[src/rtl/mvmb_pkg.sv]
`default_nettype none
package mvmb_pkg;
  localparam logic [1:0] CMD_WEIGHT = 2'd0;
  localparam logic [1:0] CMD_BIAS   = 2'd1;
  localparam logic [1:0] CMD_ACT    = 2'd2;

  localparam logic [2:0] REG_COLS  = 3'd0;
  localparam logic [2:0] REG_OUTS  = 3'd1;
  localparam logic [2:0] REG_ROWS  = 3'd2;
  localparam logic [2:0] REG_BIAS  = 3'd3;
  localparam logic [2:0] REG_TRANS = 3'd4;

  localparam int ACC_W = 40;

  typedef struct packed {
    logic [1:0]  cmd;
    logic [5:0]  row_index;
    logic [5:0]  col_index;
    logic signed [15:0] value;
  } in_item_t;

  typedef struct packed {
    logic [5:0]  out_index;
    logic signed [39:0] out_value;
    logic        row_last;
    logic        matrix_done;
  } out_item_t;

  // row job handed from front to back
  typedef struct packed {
    logic [6:0] ncols;
    logic [6:0] nouts;
    logic       last_row;
    logic       bias_en;
    logic       trans;
  } job_t;
endpackage
`default_nettype wire

[src/rtl/mvmb_front.sv]
`default_nettype none
// Accepts transactions, writes stores, issues a job on a row's last column.
module mvmb_front #(
  parameter int MAX_INNER = 64
) (
  input  wire  clk,
  input  wire  rst,
  input  wire  mvmb_pkg::in_item_t item,
  input  wire  take,
  input  wire  [6:0]  cols_in_use,
  input  wire  [6:0]  rows_out,
  input  wire  [10:0] rows_in_matrix,
  input  wire  bias_enable,
  input  wire  weights_transposed,
  output logic w_we,
  output logic [11:0] w_addr,
  output logic b_we,
  output logic a_we,
  output logic job_valid,
  output mvmb_pkg::job_t job
);
  import mvmb_pkg::*;
  // inner length is capped by MAX_INNER and by the 64-entry row buffer
  localparam logic [6:0] INNER_CAP = 7'((MAX_INNER < 64) ? MAX_INNER : 64);

  logic [9:0] row_counter;
  logic [6:0] ncols, nouts;
  logic [10:0] nrows;
  logic last_row;

  always_comb begin
    ncols = (cols_in_use == 7'd0) ? 7'd1 :
            (cols_in_use > INNER_CAP ? INNER_CAP : cols_in_use);
    nouts = (rows_out == 7'd0) ? 7'd1 : (rows_out > 7'd64 ? 7'd64 : rows_out);
    nrows = (rows_in_matrix == 11'd0) ? 11'd1 :
            (rows_in_matrix > 11'd1024 ? 11'd1024 : rows_in_matrix);
    last_row = {1'b0, row_counter} >= (nrows - 11'd1);
    w_we = take && item.cmd == CMD_WEIGHT;
    w_addr = {item.row_index, item.col_index};
    b_we = take && item.cmd == CMD_BIAS;
    a_we = take && item.cmd == CMD_ACT;
    job_valid = a_we && ({1'b0, item.col_index} == ncols - 7'd1);
    job = '{ncols: ncols, nouts: nouts, last_row: last_row,
            bias_en: bias_enable, trans: weights_transposed};
  end

  always_ff @(posedge clk) begin
    if (rst) begin
      row_counter <= '0;
    end else if (job_valid) begin
      row_counter <= last_row ? 10'd0 : row_counter + 10'd1;
    end
  end
endmodule
`default_nettype wire

[config.mk]
export PLATFORM = sky130hd
export DESIGN_NAME = mvmb_front
export DESIGN_NICKNAME = d
export VERILOG_FILES = /design/src/rtl/mvmb_pkg.sv /design/src/rtl/mvmb_front.sv
export SDC_FILE = /design/constraint.sdc
export NUM_CORES = 1
export LEC_CHECK = 0
export BUFFER_PORTS_ARGS = -buffer_cell sky130_fd_sc_hd__buf_2
export CAP_MARGIN = 0
export CELL_PAD_IN_SITES_DETAIL_PLACEMENT = 0
export CELL_PAD_IN_SITES_GLOBAL_PLACEMENT = 2
export CORE_MARGIN = 2
export CORE_UTILIZATION = 19
export DETAILED_ROUTE_END_ITERATION = 10
export PLACE_DENSITY = 0.77
export SYNTH_ARGS = -nofsm -noshare
export SYNTH_HDL_FRONTEND = slang
export SYNTH_SLANG_ARGS = --single-unit
[constraint.sdc]
create_clock -name clk -period 4.6 [get_ports clk]
set_input_delay 0.92 -clock clk [delete_from_list [all_inputs] [get_ports clk]]
set_output_delay 0.92 -clock clk [all_outputs]
set_load 0.05 [all_outputs]
# [Word level (Yosys, flattened, before mapping)]
# Index checks and enable logic that the tools add are counted.
[op_classes] n_mux=7 n_bitwise=0 n_addsub=3 div_mod_pow=0 shift=0 eq_ne=3 n_mul=0 n_reduce_logical=8 order_cmp=4
[ops] cell="2-to-1 mux 7 bit" n=4
[ops] cell="2-to-1 mux 11 bit" n=2
[ops] cell="greater-than comparator 7 bit (second input constant)" n=2
[ops] cell="zero test 7 bit" n=2
[ops] cell=">= comparator 10 x 11 -> 1 bit" n=1
[ops] cell="greater-than comparator 11 bit (second input constant)" n=1
[ops] cell="zero test 11 bit" n=1
[ops] cell="subtractor 11 x 1 -> 11 bit (second input constant)" n=1
[ops] cell="adder 10 x 1 -> 10 bit (second input constant)" n=1
[ops] cell="2-to-1 mux 10 bit" n=1
[ops] cell="equality test 6 x 7 -> 1 bit" n=1
[ops] cell="subtractor 7 x 1 -> 7 bit (second input constant)" n=1
[ops] cell="logical AND 1 bit" n=4
[ops] cell="equality test 2 x 1 -> 1 bit (second input constant)" n=1
[ops] cell="equality test 2 bit (second input constant)" n=1
[ops] cell="zero test 2 bit" n=1
[word_totals] wordCells=26 regBits=10 ram_bits=0 latch_bits=0 n_memories=0 inputBits=60 mem_bits_ro=0

# [Longest topological paths before layout]
[depth] depth_word=6 depth_mapped=20 mapped_depth_nobuf=17

# [Worst setup path after synthesis]
# No wires, ideal clock.
[synth_path] kind="in2out" startpoint="in rows_in_matrix[2]" endpoint="out job[2] (netlist name)" arrival_time_ns=3.887 path_stages=18 required_ns=3.680 slack_ns=-0.207 cell_sequence="or4_1 > clkbuf_1 > nand2b_4 > nor2_1 > o21bai_1 > ha_1 > clkbuf_1 > o21ai_0 > a22oi_1 > ha_1 > a22oi_1 > nand3_1 > a31oi_1 > a211o_1 > or2_0 > buf_2 > inv_1 > buf_4"
[synth_via] elab_chain_len=5 word_cells_on_any_way=6
[synth_lines] item="from (decl)" line_no="mvmb_front.sv:12" text="input wire [10:0] rows_in_matrix,"
[synth_lines] item="greater-than comparator 11 bit" line_no="mvmb_front.sv:36" text="(rows_in_matrix > 11'd1024 ? 11'd1024 : rows_in_matrix);"
[synth_lines] item="2-to-1 mux 11 bit" line_no="mvmb_front.sv:36"
[synth_lines] item="2-to-1 mux 11 bit *" line_no="mvmb_front.sv:35" text="nrows = (rows_in_matrix == 11'd0) ? 11'd1 :"
[synth_lines] item="subtractor 11 x 1 -> 11 bit *" line_no="mvmb_front.sv:37" text="last_row = {1'b0, row_counter} >= (nrows - 11'd1);"
[synth_lines] item=">= comparator 10 x 11 -> 1 bit *" line_no="mvmb_front.sv:37"
[synth_lines] item="to (decl)" line_no="mvmb_front.sv:20" text="output mvmb_pkg::job_t job"
# Every way passes the cells marked *; elsewhere a longest branch is shown, timed or not.

==> impl_metrics.toml <==
[outcome]
outcome = "finished clean"

[sta]
worst_slack_ps = 59.3
rsz0062_at_grt = "yes"
fin_worst_skew_ps = 2.16
slew_headroom = 0.779
drv_slew = 0
period_minus_slack_ps = 4540
min_period_over_period = 0.987
timing_hold_violations_final = 0
fmax_mhz = 220
worst_pin_slew_ps = 328
finalSetupViolations = 0
hold_slack_ps = 492

[global_route]
grt-ovfl-total = 0
grt_pass1_wl_um = 6320
antenna_found_initial = 0
gr-usage-all-layers = 0.0900
grt_max_degree = 14
grt_pass1_vias = 1437

[clock_tree]
clockBufferDepth = 2
cts_tree = "yes"
clkTransAtPathRegs_ps = 50
htree_levels = 1
cts_buffers = 3
insertion_delay_ps = 230
cts_sinks = 10
root_buffer = "clkbuf_8"

[layout]
reg.largest.list = "row_counter: 10 flops"
final_common_cell = "buf_2"
fin_cells = 351
diodes = 0
fin_util = 0.271
largest_reg_flops = 10
area_growth_pct = 36.7
regMostFlops = "row_counter"
nNetsFinal = 327
final_cell_mix = "buf_2 (58), nor2_1 (18), buf_4 (17), nor2b_1 (11), ha_1 (11)"
drive_gt1_frac = 0.393

[placed_design]
gp_congestion = 0.751
dp_cells = 347
hpwl_um = 3120
preCtsSetupSlack_ps = -248
io_buffers = 60

[detailed_routing]
ant_nets = 0
drcViolationCount = 0
drt_iter0_drc = 18
via_per_inst = 4.45
post_drt_wl_per_cell_um = 11.0
wl_um = 3850
route.vias.total = 1561
firstDrtPassIters = 4

[pwr]
internal-power_uw = 198
switching_share = 0.377
ir_worst_vdd_v = 0.0000481
p_clk_frac = 0.279
pwr-share-comb = 0.448
power.density_mw_per_mm2 = 161
p_leak_nw = 0.900
p_switching_uw = 120
seqPwrFrac = 0.273

[setup_path]
crit_family = "simple AND/OR/NAND/NOR gates"
cp_cell_sequence = "buf_6, or4_4, nand2b_4, nor2_4, o21bai_4, ha_4, buf_6, xnor2_2, ha_1, nand2_1, o21ai_2, a31oi_1, a211o_1, or2_4, inv_4, buf_8"
cp_common_cell = "buf_6"
rrSetupSlack_ps = 2350
required_ps = 3680
start_kind = "primary input"
r2r_end = "row_counter[4]$_SDFFE_PP0P_"
worstSetupPathType = "primary input to output pin"
crit_path_end = "job[2]"
path_max_fanout = 6
r2r_start = "row_counter[0]$_SDFFE_PP0P_"
cpPeakStageDelay_ps = 520
crit_cells = 16
critPathLaunch = "rows_in_matrix[5]"
path_buf_inv = 4
cp_slowest_cell = "or4_4"
ff2ff_path_depth = 10
cp-end-kind = "output pin"
arrival_ps = 3620

[synthesis]
syn_avg_cell_area_um2 = 7.37
yosysWarnings = 0
synth_edf_count = 0
syn-cell-area_mm2 = 0.00145
ys_types = 44
async_flop_share = 0
synth_top_area_cell = "dfxtp_1"
syn_inst = 196
synth.area.top_cells = "dfxtp_1 (14%), ha_1 (11%), buf_4 (7.8%)"
ys_seq_area_frac = 0.139
synth_top_area_frac = 0.139
synth-seq-cells = 10
ys.flop_type = "dfxtp_1"
synth_fp_nets = 269

[floorplanning]
ios = 93
rows = 31
die-width_um = 91.2
core_area_mm2 = 0.00729
die_height_um = 91.2
initial_utilization = 0.198
die_area_mm2 = 0.00832

[run]
max_cap_viol_count = 0

[worst_hold_path]
hp-class = "flip-flop to flip-flop"
synth_stat cells, types with 2 or more instances:
cell and count:
nand3_1 7, buf_2 3, o21ai_0 11, xor2_1 7, nand2_1 7, xnor2_1 2
nor2b_1 11, nor3b_1 7, nor3_1 7, nand4_1 2, and3b_1 2, nor2_1 19
and3_1 6, a22oi_1 2, a21oi_1 9, dfxtp_1 10, clkbuf_1 6, ha_1 13
o21bai_1 2, buf_4 15, nor4_1 3, a32o_1 7, o21ai_1 7, inv_1 6
nand2b_1 4, o31ai_1 3
timing repair:
| item | in CTS | in global routing |
|---|---|---|
| gates resized for setup | 7 | 17 |
| hold buffers | 0 | 0 |
| endpoints found under the setup margin | 1 | 1 |
| pin swaps | 1 | 16 |
| buffers inserted | 0 | 2 |
worst min-delay path by stage:
stage                                            from                          end  depth (start not counted)
after global placement    row_counter[9]$_SDFFE_PP0P_  row_counter[9]$_SDFFE_PP0P_                          2
after floorplan           row_counter[9]$_SDFFE_PP0P_  row_counter[9]$_SDFFE_PP0P_                          2
after detailed placement  row_counter[9]$_SDFFE_PP0P_  row_counter[9]$_SDFFE_PP0P_                          2
after CTS                 row_counter[9]$_SDFFE_PP0P_  row_counter[9]$_SDFFE_PP0P_                          2
final                     row_counter[9]$_SDFFE_PP0P_  row_counter[9]$_SDFFE_PP0P_                          2
after global routing      row_counter[9]$_SDFFE_PP0P_  row_counter[9]$_SDFFE_PP0P_                          2
final cells by class:
cell class,count,area [um^2]
flip-flops and latches,10,200
repair buffers,78,455
clock buffers,3,41.3
well taps,99,124
multi-input cells,155,1130
fillers,853,5320
inverters,6,25.0
kinds of logic (layout without fill, tap and decap cells):
family / Yosys count / after routing / share of synthesized area
fa+ha+maj: 13 / 13 / 0.113
flops: 10 / 10 / 0.139
compound gates: 47 / 47 / 0.213
xor+xnor: 9 / 9 / 0.0545
buf+inv: 31 / 87 / 0.127
simple gates: 84 / 84 / 0.339
mux: 2 / 2 / 0.0147
worst reg2reg max path: stages (launching register included):
cell,delay (ps)
dfxtp_1,380
inv_1,80
ha_1,280
nor2b_1,50
o21ai_2,100
a31oi_1,90
a211o_1,230
or2_4,270
buf_4,160
and2_1,250
a32o_1,240
routing by layer:
metal | track usage | vias up | routed length [um]
met5 | 0 | - | 0
met4 | 0.0215 | 0 | 21
met3 | 0.0216 | 4 | 168
met2 | 0.154 | 32 | 1880
met1 | 0.114 | 709 | 1770
li1 | - | 816 | -
power groups by stage:
stage / clock network [mW] / registers (mW) / logic (mW)
2_1_floorplan: 0 / 0.0886 / 0.109
3_3_place_gp: 0 / 0.0886 / 0.133
3_5_place_dp: 0 / 0.0886 / 0.134
4_1_cts: 0.0941 / 0.0869 / 0.138
5_1_grt: 0.0973 / 0.0868 / 0.156
6_report: 0.0888 / 0.0870 / 0.143
through the flow:
stage / area, um^2 / TNS, ps / power, mW
after detailed placement: 1840 / -248 / 0.223
after CTS: 1910 / -21.2 / 0.318
after global placement: 1840 / -236 / 0.221
after floorplan: 1470 / 0 / 0.198
final: 1980 / 0 / 0.319
after global routing: 1980 / -92.0 / 0.340
Power figures use the tool's default switching activity.
